**config.mk**
```make
export PLATFORM = sky130hd
export DESIGN_NAME = link_connection_supervisor
export DESIGN_NICKNAME = d
export VERILOG_FILES = /design/src/rtl/lcs_pkg.sv /design/src/rtl/lcs_cfg.sv /design/src/rtl/lcs_core.sv /design/src/rtl/link_connection_supervisor.sv
export SDC_FILE = /design/constraint.sdc
export NUM_CORES = 1
export LEC_CHECK = 0
export BUFFER_PORTS_ARGS = -buffer_cell sky130_fd_sc_hd__buf_2
export CAP_MARGIN = 20
export CELL_PAD_IN_SITES_DETAIL_PLACEMENT = 1
export CELL_PAD_IN_SITES_GLOBAL_PLACEMENT = 1
export CORE_MARGIN = 2
export CORE_UTILIZATION = 35
export DETAILED_ROUTE_END_ITERATION = 10
export PLACE_DENSITY = 0.72
export SKIP_LAST_GASP = 1
export SLEW_MARGIN = 20
export SYNTH_ARGS = -nofsm -noshare
export SYNTH_HDL_FRONTEND = slang
export SYNTH_SLANG_ARGS = --single-unit
```
**constraint.sdc**
```tcl
create_clock -name clk_i -period 5.9 [get_ports clk_i]
set_clock_uncertainty 0.05 [all_clocks]
set_input_delay 0.295 -clock clk_i [delete_from_list [all_inputs] [get_ports clk_i]]
set_output_delay 0.295 -clock clk_i [all_outputs]
set_load 0.02 [all_outputs]
```
**src/rtl/lcs_pkg.sv**
```systemverilog
// ----------------------------------------------------------------------------
// lcs_pkg: shared types and constants for the link connection supervisor
// Holds the state, command, action and register index codes, the reset
// values of the configuration registers and the bundles passed between
// the modules.
// ----------------------------------------------------------------------------
package lcs_pkg;

  // Link state, as reported on the result channel.
  typedef enum logic [2:0] {
    ST_DISC       = 3'd0,
    ST_CONNECTING = 3'd1,
    ST_CONNECTED  = 3'd2,
    ST_FAILED     = 3'd3,
    ST_AP         = 3'd4
  } state_e;

  // Commands carried by a request.
  typedef enum logic [2:0] {
    CMD_POLL       = 3'd0,
    CMD_CONNECT    = 3'd1,
    CMD_DISCONNECT = 3'd2,
    CMD_START_AP   = 3'd3,
    CMD_STOP_AP    = 3'd4
  } cmd_e;

  // Radio status codes.
  typedef enum logic [1:0] {
    LS_CONNECTED = 2'd0,
    LS_FAILED    = 2'd1,
    LS_ABSENT    = 2'd2,
    LS_OTHER     = 2'd3
  } link_status_e;

  // Radio action codes.
  typedef enum logic [2:0] {
    ACT_NONE          = 3'd0,
    ACT_JOIN          = 3'd1,
    ACT_LEAVE_AP_JOIN = 3'd2,
    ACT_START_AP      = 3'd3,
    ACT_LEAVE_AP      = 3'd4,
    ACT_ABORT_KEEP_AP = 3'd5,
    ACT_DROP          = 3'd6
  } action_e;

  // Configuration register indexes.
  typedef enum logic [2:0] {
    REG_CONNECT_TIMEOUT = 3'd0,
    REG_DROP_TOLERANCE  = 3'd1,
    REG_BACKOFF_BASE    = 3'd2,
    REG_RETRY_LIMIT     = 3'd3,
    REG_REJOIN_INTERVAL = 3'd4,
    REG_REJOIN_TIMEOUT  = 3'd5
  } reg_idx_e;

  localparam int unsigned CfgIdxW  = 3;
  localparam int unsigned CfgDataW = 32;

  // Reset values of the configuration registers.
  localparam logic [31:0] ConnectTimeoutRst = 32'd15000;
  localparam logic [31:0] DropToleranceRst  = 32'd3000;
  localparam logic [31:0] BackoffBaseRst    = 32'd30000;
  localparam logic [3:0]  RetryLimitRst     = 4'd3;
  localparam logic [31:0] RejoinIntervalRst = 32'd60000;
  localparam logic [31:0] RejoinTimeoutRst  = 32'd15000;

  // Configuration bundle from the register file to the core.
  typedef struct packed {
    logic [31:0] connect_timeout;
    logic [31:0] drop_tolerance;
    logic [31:0] backoff_base;
    logic [3:0]  retry_limit;
    logic [31:0] rejoin_interval;
    logic [31:0] rejoin_timeout;
  } cfg_t;

  // One result item.
  typedef struct packed {
    state_e  link_state;
    logic    ap_mode;
    action_e radio_action;
    logic    announce;
    logic    accepted;
  } res_t;

endpackage

```
**src/rtl/lcs_cfg.sv**
```systemverilog
// ----------------------------------------------------------------------------
// lcs_cfg: configuration register file
// Six timing and retry registers, written through a plain write port.
// Writes to an unused index are dropped.
// ----------------------------------------------------------------------------
module lcs_cfg (
  input  logic                         clk_i,
  input  logic                         rst_ni,
  input  logic                         cfg_we_i,
  input  logic [lcs_pkg::CfgIdxW-1:0]  cfg_idx_i,
  input  logic [lcs_pkg::CfgDataW-1:0] cfg_data_i,
  output lcs_pkg::cfg_t                cfg_o
);

  lcs_pkg::cfg_t cfg_q, cfg_d;

  // Decode the index and update the addressed register.
  always_comb begin
    cfg_d = cfg_q;
    if (cfg_we_i) begin
      unique case (cfg_idx_i)
        lcs_pkg::REG_CONNECT_TIMEOUT: cfg_d.connect_timeout = cfg_data_i;
        lcs_pkg::REG_DROP_TOLERANCE:  cfg_d.drop_tolerance  = cfg_data_i;
        lcs_pkg::REG_BACKOFF_BASE:    cfg_d.backoff_base    = cfg_data_i;
        lcs_pkg::REG_RETRY_LIMIT:     cfg_d.retry_limit     = cfg_data_i[3:0];
        lcs_pkg::REG_REJOIN_INTERVAL: cfg_d.rejoin_interval = cfg_data_i;
        lcs_pkg::REG_REJOIN_TIMEOUT:  cfg_d.rejoin_timeout  = cfg_data_i;
        default: ;
      endcase
    end
  end

  always_ff @(posedge clk_i or negedge rst_ni) begin
    if (!rst_ni) begin
      cfg_q.connect_timeout <= lcs_pkg::ConnectTimeoutRst;
      cfg_q.drop_tolerance  <= lcs_pkg::DropToleranceRst;
      cfg_q.backoff_base    <= lcs_pkg::BackoffBaseRst;
      cfg_q.retry_limit     <= lcs_pkg::RetryLimitRst;
      cfg_q.rejoin_interval <= lcs_pkg::RejoinIntervalRst;
      cfg_q.rejoin_timeout  <= lcs_pkg::RejoinTimeoutRst;
    end else begin
      cfg_q <= cfg_d;
    end
  end

  assign cfg_o = cfg_q;

endmodule

```
**src/rtl/lcs_core.sv**
```systemverilog
// ----------------------------------------------------------------------------
// lcs_core: link supervision state machine
// Holds the link state and its timers and computes, for one registered
// request, the next state and the result item. A single elapsed-time
// subtractor and comparator is shared by all timers, selected by state.
// ----------------------------------------------------------------------------
module lcs_core (
  input  logic          clk_i,
  input  logic          rst_ni,
  input  logic          step_i,
  input  logic [2:0]    cmd_i,
  input  logic [1:0]    link_status_i,
  input  logic [31:0]   now_ms_i,
  input  logic          has_network_name_i,
  input  lcs_pkg::cfg_t cfg_i,
  output lcs_pkg::res_t res_o
);

  // Retry delay: base doubled per retry, saturating at all ones.
  function automatic logic [31:0] backoff_delay(logic [3:0] count, logic [31:0] base);
    logic [46:0] wide;
    wide = {15'd0, base} << count;
    if (wide[46:32] != 15'd0) begin
      return 32'hFFFF_FFFF;
    end
    return wide[31:0];
  endfunction

  lcs_pkg::state_e state_q, state_d;
  logic        mode_ap_q, mode_ap_d;
  logic        cred_q, cred_d;
  logic [31:0] join_start_q, join_start_d;
  logic [3:0]  retries_q, retries_d;
  logic        retry_armed_q, retry_armed_d;
  logic [31:0] retry_wait_q, retry_wait_d;
  logic [31:0] retry_since_q, retry_since_d;
  logic        drop_pending_q, drop_pending_d;
  logic [31:0] drop_since_q, drop_since_d;
  logic        rejoin_active_q, rejoin_active_d;
  logic [31:0] rejoin_mark_q, rejoin_mark_d;

  logic [31:0] mark, thr, elapsed;
  logic        el_ge, el_gt, link_up, radio_err, retries_out;

  lcs_pkg::action_e action;
  logic             announce, accepted;

  assign link_up     = (link_status_i == lcs_pkg::LS_CONNECTED);
  assign radio_err   = (link_status_i == lcs_pkg::LS_FAILED) ||
                       (link_status_i == lcs_pkg::LS_ABSENT);
  assign retries_out = (retries_q >= cfg_i.retry_limit);

  // Timer selection: each timed state watches one mark against one limit.
  always_comb begin
    unique case (state_q)
      lcs_pkg::ST_CONNECTING: begin
        mark = join_start_q;
        thr  = cfg_i.connect_timeout;
      end
      lcs_pkg::ST_CONNECTED: begin
        mark = drop_since_q;
        thr  = cfg_i.drop_tolerance;
      end
      lcs_pkg::ST_FAILED: begin
        mark = retry_since_q;
        thr  = retry_wait_q;
      end
      lcs_pkg::ST_AP: begin
        mark = rejoin_mark_q;
        thr  = rejoin_active_q ? cfg_i.rejoin_timeout : cfg_i.rejoin_interval;
      end
      default: begin
        mark = 32'd0;
        thr  = 32'd0;
      end
    endcase
  end

  // Elapsed time wraps modulo 2^32.
  assign elapsed = now_ms_i - mark;
  assign el_ge   = (elapsed >= thr);
  assign el_gt   = el_ge && (elapsed != thr);

  // Next state and timer updates.
  always_comb begin
    state_d         = state_q;
    mode_ap_d       = mode_ap_q;
    cred_d          = cred_q;
    join_start_d    = join_start_q;
    retries_d       = retries_q;
    retry_armed_d   = retry_armed_q;
    retry_wait_d    = retry_wait_q;
    retry_since_d   = retry_since_q;
    drop_pending_d  = drop_pending_q;
    drop_since_d    = drop_since_q;
    rejoin_active_d = rejoin_active_q;
    rejoin_mark_d   = rejoin_mark_q;

    unique case (cmd_i)
      lcs_pkg::CMD_POLL: begin
        unique case (state_q)
          lcs_pkg::ST_CONNECTING: begin
            if (link_up) begin
              state_d       = lcs_pkg::ST_CONNECTED;
              retries_d     = 4'd0;
              retry_armed_d = 1'b0;
            end else if (radio_err || el_gt) begin
              state_d = lcs_pkg::ST_FAILED;
            end
          end
          lcs_pkg::ST_CONNECTED: begin
            if (!link_up) begin
              if (!drop_pending_q) begin
                drop_pending_d = 1'b1;
                drop_since_d   = now_ms_i;
              end else if (el_ge) begin
                state_d        = lcs_pkg::ST_FAILED;
                drop_pending_d = 1'b0;
              end
            end else begin
              drop_pending_d = 1'b0;
            end
          end
          lcs_pkg::ST_DISC: begin
            if (link_up) begin
              state_d = lcs_pkg::ST_CONNECTED;
            end
          end
          lcs_pkg::ST_FAILED: begin
            priority if (link_up) begin
              state_d       = lcs_pkg::ST_CONNECTED;
              retries_d     = 4'd0;
              retry_armed_d = 1'b0;
            end else if (retries_out) begin
              // Retries used up: fall back to access point mode.
              retries_d       = 4'd0;
              mode_ap_d       = 1'b1;
              rejoin_active_d = 1'b0;
              rejoin_mark_d   = now_ms_i;
              state_d         = lcs_pkg::ST_AP;
            end else if (!retry_armed_q) begin
              retry_wait_d  = backoff_delay(retries_q, cfg_i.backoff_base);
              retry_since_d = now_ms_i;
              retries_d     = retries_q + 4'd1;
              retry_armed_d = 1'b1;
            end else if (el_ge) begin
              retry_armed_d = 1'b0;
              if (cred_q) begin
                if (mode_ap_q) begin
                  mode_ap_d       = 1'b0;
                  retries_d       = 4'd0;
                  rejoin_active_d = 1'b0;
                end
                join_start_d = now_ms_i;
                state_d      = lcs_pkg::ST_CONNECTING;
              end
            end
          end
          lcs_pkg::ST_AP: begin
            if (cred_q) begin
              if (rejoin_active_q) begin
                if (link_up) begin
                  mode_ap_d       = 1'b0;
                  rejoin_active_d = 1'b0;
                  retries_d       = 4'd0;
                  retry_armed_d   = 1'b0;
                  state_d         = lcs_pkg::ST_CONNECTED;
                end else if (radio_err || el_ge) begin
                  rejoin_active_d = 1'b0;
                  rejoin_mark_d   = now_ms_i;
                end
              end else if (el_ge) begin
                rejoin_active_d = 1'b1;
                rejoin_mark_d   = now_ms_i;
              end
            end
          end
          default: ;
        endcase
      end
      lcs_pkg::CMD_CONNECT: begin
        if (has_network_name_i) begin
          if (mode_ap_q) begin
            mode_ap_d       = 1'b0;
            retries_d       = 4'd0;
            retry_armed_d   = 1'b0;
            rejoin_active_d = 1'b0;
          end
          cred_d       = 1'b1;
          join_start_d = now_ms_i;
          state_d      = lcs_pkg::ST_CONNECTING;
        end
      end
      lcs_pkg::CMD_DISCONNECT: begin
        if (!mode_ap_q) begin
          state_d = lcs_pkg::ST_DISC;
        end
      end
      lcs_pkg::CMD_START_AP: begin
        mode_ap_d       = 1'b1;
        rejoin_active_d = 1'b0;
        rejoin_mark_d   = now_ms_i;
        state_d         = lcs_pkg::ST_AP;
      end
      lcs_pkg::CMD_STOP_AP: begin
        if (mode_ap_q) begin
          mode_ap_d       = 1'b0;
          retries_d       = 4'd0;
          retry_armed_d   = 1'b0;
          rejoin_active_d = 1'b0;
          state_d         = lcs_pkg::ST_DISC;
        end
      end
      default: ;
    endcase
  end

  // Result outputs: radio action, announce and acceptance.
  always_comb begin
    action   = lcs_pkg::ACT_NONE;
    announce = 1'b0;
    accepted = 1'b1;

    unique case (cmd_i)
      lcs_pkg::CMD_POLL: begin
        unique case (state_q)
          lcs_pkg::ST_CONNECTING, lcs_pkg::ST_DISC: begin
            announce = link_up;
          end
          lcs_pkg::ST_FAILED: begin
            priority if (link_up) begin
              announce = 1'b1;
            end else if (retries_out) begin
              announce = 1'b1;
              action   = lcs_pkg::ACT_START_AP;
            end else if (!retry_armed_q) begin
              action = lcs_pkg::ACT_NONE;
            end else if (el_ge && cred_q) begin
              action = mode_ap_q ? lcs_pkg::ACT_LEAVE_AP_JOIN : lcs_pkg::ACT_JOIN;
            end
          end
          lcs_pkg::ST_AP: begin
            if (cred_q) begin
              if (rejoin_active_q) begin
                if (link_up) begin
                  announce = 1'b1;
                  action   = lcs_pkg::ACT_LEAVE_AP;
                end else if (radio_err || el_ge) begin
                  action = lcs_pkg::ACT_ABORT_KEEP_AP;
                end
              end else if (el_ge) begin
                action = lcs_pkg::ACT_JOIN;
              end
            end
          end
          default: ;
        endcase
      end
      lcs_pkg::CMD_CONNECT: begin
        if (!has_network_name_i) begin
          accepted = 1'b0;
        end else begin
          action = mode_ap_q ? lcs_pkg::ACT_LEAVE_AP_JOIN : lcs_pkg::ACT_JOIN;
        end
      end
      lcs_pkg::CMD_DISCONNECT: begin
        if (!mode_ap_q) begin
          action = lcs_pkg::ACT_DROP;
        end
      end
      lcs_pkg::CMD_START_AP: begin
        announce = 1'b1;
        action   = lcs_pkg::ACT_START_AP;
      end
      lcs_pkg::CMD_STOP_AP: begin
        if (mode_ap_q) begin
          action = lcs_pkg::ACT_LEAVE_AP;
        end
      end
      default: ;
    endcase
  end

  assign res_o.link_state   = state_d;
  assign res_o.ap_mode      = mode_ap_d;
  assign res_o.radio_action = action;
  assign res_o.announce     = announce;
  assign res_o.accepted     = accepted;

  // State registers advance once per processed request.
  always_ff @(posedge clk_i or negedge rst_ni) begin
    if (!rst_ni) begin
      state_q         <= lcs_pkg::ST_DISC;
      mode_ap_q       <= 1'b0;
      cred_q          <= 1'b0;
      join_start_q    <= 32'd0;
      retries_q       <= 4'd0;
      retry_armed_q   <= 1'b0;
      retry_wait_q    <= 32'd0;
      retry_since_q   <= 32'd0;
      drop_pending_q  <= 1'b0;
      drop_since_q    <= 32'd0;
      rejoin_active_q <= 1'b0;
      rejoin_mark_q   <= 32'd0;
    end else if (step_i) begin
      state_q         <= state_d;
      mode_ap_q       <= mode_ap_d;
      cred_q          <= cred_d;
      join_start_q    <= join_start_d;
      retries_q       <= retries_d;
      retry_armed_q   <= retry_armed_d;
      retry_wait_q    <= retry_wait_d;
      retry_since_q   <= retry_since_d;
      drop_pending_q  <= drop_pending_d;
      drop_since_q    <= drop_since_d;
      rejoin_active_q <= rejoin_active_d;
      rejoin_mark_q   <= rejoin_mark_d;
    end
  end

endmodule

```
**src/rtl/link_connection_supervisor.sv**
```systemverilog
// ----------------------------------------------------------------------------
// link_connection_supervisor: wireless link supervisor
// Steps a five-state link machine per request and returns one result per
// request: link state, mode, radio action, announce and acceptance.
// ----------------------------------------------------------------------------
//
//   Channel  Handshake               Payload
//   in       in_valid_i/in_ready_o   cmd, link_status, now_ms, has_network_name
//   out      out_valid_o/out_ready_i link_state, ap_mode, radio_action,
//                                    announce, accepted
//   cfg      cfg_we_i                cfg_idx_i, cfg_data_i
//
// One request per cycle is sustained while the output does not stall; a result
// is offered once its request has passed the input and the result registers.
// The state machine sits between the two registers and advances once per
// request, with one shared elapsed-time compare on the critical path.
// A stalled output holds its result; the input register keeps taking a new
// request whenever the result register moves or is empty.
// Reset puts the link in the disconnected state, station mode, with default
// timings.
module link_connection_supervisor (
  input  logic                         clk_i,
  input  logic                         rst_ni,
  input  logic                         in_valid_i,
  output logic                         in_ready_o,
  input  logic [2:0]                   cmd_i,
  input  logic [1:0]                   link_status_i,
  input  logic [31:0]                  now_ms_i,
  input  logic                         has_network_name_i,
  output logic                         out_valid_o,
  input  logic                         out_ready_i,
  output logic [2:0]                   link_state_o,
  output logic                         ap_mode_o,
  output logic [2:0]                   radio_action_o,
  output logic                         announce_o,
  output logic                         accepted_o,
  input  logic                         cfg_we_i,
  input  logic [lcs_pkg::CfgIdxW-1:0]  cfg_idx_i,
  input  logic [lcs_pkg::CfgDataW-1:0] cfg_data_i
);

  lcs_pkg::cfg_t cfg;
  lcs_pkg::res_t res, res_q;

  logic        in_valid_q, out_valid_q, step;
  logic [2:0]  cmd_q;
  logic [1:0]  status_q;
  logic [31:0] now_q;
  logic        name_q;

  // Pipeline flow: process when the result register is free or draining.
  assign step       = in_valid_q && (!out_valid_q || out_ready_i);
  assign in_ready_o = !in_valid_q || step;

  lcs_cfg u_cfg (
    .clk_i      (clk_i),
    .rst_ni     (rst_ni),
    .cfg_we_i   (cfg_we_i),
    .cfg_idx_i  (cfg_idx_i),
    .cfg_data_i (cfg_data_i),
    .cfg_o      (cfg)
  );

  // Input register.
  always_ff @(posedge clk_i or negedge rst_ni) begin
    if (!rst_ni) begin
      in_valid_q <= 1'b0;
    end else if (in_ready_o) begin
      in_valid_q <= in_valid_i;
    end
  end

  always_ff @(posedge clk_i) begin
    if (in_valid_i && in_ready_o) begin
      cmd_q    <= cmd_i;
      status_q <= link_status_i;
      now_q    <= now_ms_i;
      name_q   <= has_network_name_i;
    end
  end

  lcs_core u_core (
    .clk_i              (clk_i),
    .rst_ni             (rst_ni),
    .step_i             (step),
    .cmd_i              (cmd_q),
    .link_status_i      (status_q),
    .now_ms_i           (now_q),
    .has_network_name_i (name_q),
    .cfg_i              (cfg),
    .res_o              (res)
  );

  // Result register.
  always_ff @(posedge clk_i or negedge rst_ni) begin
    if (!rst_ni) begin
      out_valid_q <= 1'b0;
    end else if (!out_valid_q || out_ready_i) begin
      out_valid_q <= in_valid_q;
    end
  end

  always_ff @(posedge clk_i) begin
    if (step) begin
      res_q <= res;
    end
  end

  assign out_valid_o    = out_valid_q;
  assign link_state_o   = res_q.link_state;
  assign ap_mode_o      = res_q.ap_mode;
  assign radio_action_o = res_q.radio_action;
  assign announce_o     = res_q.announce;
  assign accepted_o     = res_q.accepted;

endmodule
```
======== Yosys cells after proc, flatten, opt, wreduce, memory -nomap -nowiden ========
Cells that the tools add are included.
storage, ports and cells
  register bits ........................... 385
  input port bits ......................... 78
  word-level logic and storage cells ...... 231
cells by class
  $add $sub $neg .......................... 2
  magnitude comparators ................... 2
  equal/unequal tests ..................... 38
  shifts and indexed selects .............. 1
  mux-type cells .......................... 119
  bitwise logic cells ..................... 4
  reduce and logical (&&, ||, !) cells .... 36
operators by type and width
  operator            count
  $mux 32             17
  $pmux 32 s4         2
  $pmux 32 s2         3
  $mux 3              27
  $shl 32x4->47       1
  $mux 1              45
  $pmux 3 s5          3
  $mux 4              10
  $ge 32x32->1        1
  $ne 32x32->1        1
  $sub 32x32->32      1
  $reduce_and 9->1    3
  $pmux 4 s3          2
  $eq 3x2->1 const B  6
  $ne 4x2->1 const B  4
  $reduce_bool 15->1  1
  $eq 3x3->1 const B  4
  $ne 3x2->1 const B  4
  $reduce_and 2->1    6
  $eq 3x1->1 const B  3
  $logic_not 3->1     3
  $pmux 1 s3          3
  $ne 2x2->1 const B  4
  $ne 4x3->1 const B  2
  27 further kinds    46

======== Logic depth before layout (Yosys ltp) ========
Gate-level depths: netlist of run 1.
  depth after elaboration ................. 11
  depth in mapped cells ................... 26

======== Cells and area by module ========
A second synthesis of run 1 with hierarchy kept.
unflattened totals
  cells, all modules ...................... 1693
  area, all modules ....................... 20744.9 um^2
by module, submodules not included
  module                      times used  cells an instance  area each (um^2)
  lcs_core                    1           1286               12704.7
  lcs_cfg                     1           352                6525.0
  link_connection_supervisor  1           55                 1515.2

======== Least setup slack after synthesis of run 1 ========
No wires, ideal clock.
  path type ............................... register to register
  from .................................... reg u_core.state_q[2]
  to ...................................... reg u_core.rejoin_mark_q[10]
  setup time .............................. 0.125 ns
  arrival time ............................ 5.865 ns
  setup slack ............................. -0.140 ns
  cell stages (with the launch flop) ...... 27
  buffers on the path ..................... 4
  clock period less this slack ............ 6.040 ns
  cell sequence ........................... dfrtp_1 clkbuf_1 nand2b_1 nor2_1 clkbuf_1 a221o_1 ha_1 inv_1 fa_1 a211oi_1 o21ai_0 nand4_1 o211ai_1 a31o_2 a221oi_1 o21ai_0 xor2_1 ha_1 nand4_1 nor4_1 inv_1 or3_1 buf_2 a32o_1 a31o_4 buf_6 mux2_4
between the ends
  longest elaborated chain between the ends .. 7
ends and longest elaborated chain
  item                                RTL line                         RTL
  start, declared                     lcs_core.sv:29                   lcs_pkg::state_e state_q, state_d;
  start signal, assigned              lcs_core.sv:293                  state_q <= lcs_pkg::ST_DISC;
  start signal, assigned              lcs_core.sv:306                  state_q <= state_d;
  $eq 3x3->1 (tied with other cells)  lcs_core.sv:55, lcs_core.sv:101
  $pmux 32 s4                         lcs_core.sv:55                   unique case (state_q)
  $sub 32x32->32                      lcs_core.sv:80                   assign elapsed = now_ms_i - mark;
  $ge 32x32->1                        lcs_core.sv:81                   assign el_ge = (elapsed >= thr);
  $logic_or 1x1->1                    lcs_core.sv:168                  end else if (radio_err || el_ge) begin
  $ne 4x4->1 (no line)                -
  $reduce_and 9->1 (no line)          -
  end signal, assigned                lcs_core.sv:317                  rejoin_mark_q <= rejoin_mark_d;
  end, declared                       lcs_core.sv:40                   logic [31:0] rejoin_mark_q, rejoin_mark_d;
Parallel ways exist; a longest one is shown, timed or not.
A chain may end at the register's enable or synchronous reset.

======== Worst setup path after layout of run 1 ========
  from .................................... reg u_core.state_q[1]
  to ...................................... reg u_core.join_start_q[12]
between the ends
  longest elaborated chain between the ends .. 6
ends and longest elaborated chain
  item                                RTL line         RTL
  $eq 3x3->1 (tied with other cells)  lcs_core.sv:55
  $pmux 32 s4                         lcs_core.sv:55
  $sub 32x32->32                      lcs_core.sv:80
  $ge 32x32->1                        lcs_core.sv:81
  $ne 2x1->1 (no line)                -
  $reduce_and 9->1 (no line) (*)      -
  end signal, assigned                lcs_core.sv:309  join_start_q <= join_start_d;
  end, declared                       lcs_core.sv:32   logic [31:0] join_start_q, join_start_d;
Mark *: on every way between the ends. The rest lies on a longest branch, timed or not.

==> results of run 1 <==
cell families after synthesis:
logic type | count (synthesis) | share of synthesized area (%)
buffers and inverters | 141 | 2.84
muxes | 400 | 23.5
adders and majority gates | 70 | 4.34
DFF | 385 | 48.8
and+or+nand+nor | 272 | 6.19
AOI/OAI and AO/OA | 394 | 13.0
xor gates and xnor gates | 30 | 1.29
sequential cells by signal, indices dropped and copies added (netlist names), 2 cells and up:
register              flops
u_cfg.cfg_o             164
u_core.retry_wait_q      32
status_q                  2
u_core.retry_since_q     32
cmd_q                     3
u_core.drop_since_q      32
link_state_o              3
u_core.state_q            3
now_q                    32
radio_action_o            3
u_core.rejoin_mark_q     32
u_core.retries_q          4
u_core.join_start_q      32
area by class of cell:
cell class	instances	share of cell area, %
clock buffers	66	5.49
flip-flops and latches	385	39.0
inverters	32	0.482
well taps	765	3.76
repair buffers	308	9.93
clock inverters	16	0.821
multi-input cells	1166	40.5
cells in the mapped netlist (14+ instances only):
cell	instances	area share, %
dfrtp_1	301	37
mux2_2	274	15
a21oi_1	117	2.9
nor2_1	90	1.7
nand2_1	84	1.6
clkbuf_1	75	1.4
mux2i_1	71	3.5
ha_1	69	4.2
o21ai_0	67	1.6
a221oi_1	53	2.3
edfxtp_1	47	6.9
dfstp_2	37	4.8
a22o_1	33	1.4
inv_1	30	0.55
mux2_4	30	2.2
a21o_1	27	1.0
mux4_2	23	2.5
xnor2_1	21	0.90
buf_2	20	0.49
nand4_1	14	0.43
nor3_1	14	0.34
worst max path at each step:
| stage | from | endpoint | slack [ps] | depth (start not counted) |
|---|---|---|---|---|
| 2_1_floorplan | u_core.state_q[0] | u_core.rejoin_mark_q[10] | 60 | 25 |
| 3_3_place_gp | u_core.state_q[2] | u_core.join_start_q[29] | -190 | 26 |
| 3_5_place_dp | u_core.state_q[2] | u_core.join_start_q[26] | -460 | 26 |
| 4_1_cts | u_core.state_q[0] | u_core.join_start_q[13] | -150 | 28 |
| 5_1_grt | u_core.state_q[1] | u_core.join_start_q[12] | -390 | 27 |
| 6_report | u_core.state_q[1] | u_core.join_start_q[12] | -160 | 27 |
metrics by stage:
step | util [%] | power [mW] | cell area [um2] | setup slack [ps] | TNS (ps)
after floorplan | - | 7.15 | 20300 | 58.0 | 0
after global placement | 38.9 | 8.72 | 22400 | -186 | -10360
after detailed placement | 38.9 | 9.01 | 22400 | -456 | -30520
after CTS | 43.5 | 12.4 | 25100 | -149 | -5550
after global routing | 44.2 | 13.4 | 25400 | -393 | -23850
final | 44.2 | 12.6 | 25400 | -157 | -6730
routing by layer:
layer | wire (um) | global-route usage (%) | up-vias
met5 | 21 | 0 | -
met4 | 1300 | 5.40 | 4
met3 | 1900 | 2.77 | 94
met2 | 30600 | 34.7 | 263
met1 | 26600 | 25.7 | 7882
li1 | - | - | 6829
what timing repair did:
action | CTS | global route
hold endpoints to repair | 216 | 0
setup buffers | 19 | 7
gates resized for setup | 53 | 66
hold buffers | 60 | 0
pin swaps | 25 | 52
gates cloned | 2 | 4
setup endpoints to repair | 80 | 80
power by group:
part           total, mW  switching [mW]  leakage, nW  internal, mW
registers           4.00           0.529         4.57          3.47
logic               5.65            2.89         5.39          2.76
clock network       2.99            1.17        0.797          1.82
total               12.6            4.59         10.8          8.05
==> out/qor.txt, run 1 <==
Overall routing resource usage: 19.9%
Commonest non-fill, non-tap cell in the layout: dfrtp_1
Final hold slack: 16.2 ps
Failing checks: setup timing
Top Family by Delay on Critical Path: compound AO/OA/AOI/OAI gates
Hold Vio Cnt, Final: 0
Crit path top cell by count: buf_6
Filler cells: 5963
Slew HR: 31.7%
Yosys cell types: 66
Average cell area after synthesis: 12.0 um2
Hold path cells: 2
First-pass iteration count of the detailed router: 5
Crit path DAT: 6450 ps
RSZ-0062 raised after global routing: true
Async SR Flop Fraction: 87.8%
Setup Crit Path Kind: register to register
Fin crit period: 6060 ps
Non-Filler Instances: 2738
Clock sink count: 385
Crit path launch type: register
PortBufs: 88
Commonest register cell after synthesis: dfrtp_1
Reg area: 9920 um2
Post-Syn Instances: 1692
Final #Nets: 2085
Critical Path End Type: register
Cell Pwr Density: 497 nW/um2
Antenna violations before repair: 3
Final period util: 103%
Worst skew pair latency: 590 ps
Max FO, Critical Path: 6
Reg2Reg Capture Point: u_core.join_start_q[12]
Area Overhead vs Synth: 25.1%
CTS HTree Levels: 2
Synthesized Nets: 1840
Most frequent cells in the layout: dfrtp_1, mux2_2, buf_4
Worst Tran Pin Value: 1030 ps
Post-DP HPWL: 40300 um
Worst r2r src: u_core.state_q[1]
Vias per cell: 5.50
First-pass GRT wire length: 95000 um
Maximum vdd drop: 219 uV
Chip Width: 245 um
Die height: 245 um
Vias in the first global route: 16700
DRC: 0
WL/cell: 22.1 um
Post-Syn Area: 20300 um2
Multi-input gate area: 10300 um2
Core area: 57600 um2
Req. time, crit path: 6290 ps
Starting density of the core: 35.3%
Largest net degree at the start of global routing: 162
Root buf cell: clkbuf_16
Setup ws final: -157 ps
Die area: 60000 um2
Count of final max-slew check failures: 0
Post-synthesis sequential area ratio: 48.8%
Row Count: 88
Leakage: 10.8 nW
CTS tree: built
Post-synthesis register bit count: 385
DRT iter0 DRCs: 1029
Total CTS buffers: 44
Slowest-stage cell, CP: dfrtp_1
Status: complete, but fails checks
Via count: 15100
Final setup fails: 65
Clock Tree Buf Depth: 3
Min-Delay Path Class: input port to register
Share of cells above drive strength 1: 39.3%
Antenna cells: 0
Routed Antenna Nets: 0
Largest stage delay on the critical path: 430 ps
Reg2Reg Depth: 27
Critical path buffers and inverters: 8
Max Cap Viol: 0
Gp weighted congestion: 0.841
Worst Min Path Start: cfg_data_i[23]
Highest clock rate: 0.165 GHz
Worst R2R Setup Slack: -160 ps
WHS Endpoint: u_cfg.cfg_o[123]
Ports: 89
Post-synth EDFFs: 47
Global route overflow: 0
Worst-path clk slew: 60 ps
Detailed Route WL: 60400 um
Synth Warn #: 0
# placed instances: 2568
Note: power is estimated with default switching activity, not from simulation.
==> run 2, diff against run 1 <==
--- a/config.mk
+++ b/config.mk
@@ -10,9 +10,9 @@
 export CELL_PAD_IN_SITES_DETAIL_PLACEMENT = 1
 export CELL_PAD_IN_SITES_GLOBAL_PLACEMENT = 1
 export CORE_MARGIN = 2
-export CORE_UTILIZATION = 35
+export CORE_UTILIZATION = 46
 export DETAILED_ROUTE_END_ITERATION = 10
-export PLACE_DENSITY = 0.72
+export PLACE_DENSITY = 0.87
 export SKIP_LAST_GASP = 1
 export SLEW_MARGIN = 20
 export SYNTH_ARGS = -nofsm -noshare
==> out/qor.txt, run 2 (same netlist as run 1, synthesis figures left out) <==
Count of final max-slew check failures: 0
Row Count: 77
Min-Delay Path Class: input port to register
Setup Crit Path Kind: register to register
Share of cells above drive strength 1: 38.5%
Routed Antenna Nets: 0
Crit path DAT: 6480 ps
Post-DP HPWL: 40000 um
Max Cap Viol: 0
Max FO, Critical Path: 16
Largest net degree at the start of global routing: 150
Largest stage delay on the critical path: 430 ps
Worst skew pair latency: 600 ps
Crit-path cells: and3b_2 > buf_2 > buf_4 > a22o_1 > a221oi_2 > ha_1 > a21o_1 > o211ai_1 > a211oi_2 > o211a_1 > o21a_2 > o2111a_1 > a311oi_2 > ha_1 > buf_4 > a21oi_2 > o21ai_2 > a211oi_2 > o31ai_4 > nor3_4 > a32o_2 > a31o_4 > buf_12 > mux2_4
CTS HTree Levels: 2
PortBufs: 88
First-pass GRT wire length: 98900 um
Slowest-stage cell, CP: dfrtp_1
Final #Nets: 2070
Via count: 15600
Commonest non-fill, non-tap cell in the layout: dfrtp_1
Failing checks: setup timing
Antenna cells: 0
Worst-path clk slew: 60 ps
Setup ws final: -177 ps
Final hold slack: 22.4 ps
Cell Pwr Density: 504 nW/um2
Slew HR: 37.6%
Status: complete, but fails checks
Die height: 214 um
First-pass iteration count of the detailed router: 5
Global route overflow: 0
Req. time, crit path: 6300 ps
Hold Vio Cnt, Final: 0
Root buf cell: clkbuf_16
Area Overhead vs Synth: 22.1%
Clock sink count: 385
Die area: 45900 um2
Gp weighted congestion: 0.898
DRT iter0 DRCs: 1262
DRC: 0
Fin crit period: 6080 ps
Antenna violations before repair: 2
Worst Tran Pin Value: 936 ps
Maximum vdd drop: 225 uV
Post-layout util: 56.5%
Total CTS buffers: 43
Number of flip-flops in the largest register: 164
Most frequent cells in the layout: dfrtp_1, mux2_2, buf_4
Starting density of the core: 46.3%
CTS tree: built
Leakage: 10.6 nW
Ports: 89
Critical path buffers and inverters: 4
Final setup fails: 66
Detailed Route WL: 64200 um
Vias per cell: 6.14
Overall routing resource usage: 27.2%
Core area: 43900 um2
Crit path launch type: register
RSZ-0062 raised after global routing: true
Chip Width: 214 um
Vias in the first global route: 17200
Highest clock rate: 0.165 GHz
Clock Tree Buf Depth: 3
Critical Path End Type: register
Top Family by Delay on Critical Path: compound AO/OA/AOI/OAI gates
WL/cell: 25.2 um
Final period util: 103%
-- run 2: area by class of cell --
| type | instances | area, um2 |
|---|---|---|
| Fill cell | 4507 | 19100 |
| Multi-Input combinational cell | 1167 | 10300 |
| Sequential cell | 385 | 9920 |
| Timing Repair Buffer | 293 | 2350 |
| Clock buffer | 62 | 1230 |
| Tap cell | 592 | 741 |
| Clock inverter | 18 | 161 |
| Inverter | 32 | 123 |
-- run 2: worst paths after layout --
| path | from | end | depth (start not counted) | slack (ps) |
|---|---|---|---|---|
| worst min register to register | in_valid_q | out_valid_o | 1 | 450 |
| max in group asynchronous | rst_ni | u_core.join_start_q[27] | 3 | 4160 |
| worst max-delay path | u_core.state_q[2] | u_core.rejoin_mark_q[11] | 24 | -180 |
| worst max register to register | u_core.state_q[2] | u_core.rejoin_mark_q[11] | 24 | -180 |
| min in group asynchronous | rst_ni | u_core.retry_armed_q | 2 | 360 |
| worst min-delay path | cfg_data_i[13] | u_cfg.cfg_o[81] | 2 | 20 |
-- run 2: where the power goes --
part / total (mW) / internal [mW] / leakage, nW / switching (mW)
Combinational: 5.76 / 2.66 / 5.29 / 3.10
Clock: 2.68 / 1.54 / 0.687 / 1.14
Sequential: 4.06 / 3.47 / 4.57 / 0.590
-- run 2: timing repair --
| action | 4_1_cts | 5_1_grt |
|---|---|---|
| resized for setup | 49 | 51 |
| setup buffers | 13 | 14 |
| cloned | 3 | 3 |
| pin swaps | 26 | 27 |
| hold buffers | 64 | 0 |
| setup endpoints to repair | 80 | 80 |
| endpoints found under the hold margin | 223 | 0 |
-- run 2: metal layers --
metal	track usage, %	up-vias	wire length, um
met5	0	-	21
met4	9.31	4	2570
met3	4.61	180	3370
met2	47.4	532	32500
met1	34.2	8135	25800
li1	-	6797	-
-- run 2: metrics by stage --
step / total power, mW / TNS, ps / instance area (um2) / instances / worst slack (ps)
after floorplan: 7.15 / 0 / 20300 / 1692 / 58.0
after global placement: 8.57 / -4700 / 22000 / 2375 / -148
after detailed placement: 8.96 / -29530 / 22000 / 2375 / -512
after CTS: 12.0 / -289 / 24500 / 2535 / -33.8
after global routing: 13.1 / -23410 / 24800 / 2549 / -376
final: 12.5 / -9010 / 24800 / 2549 / -177
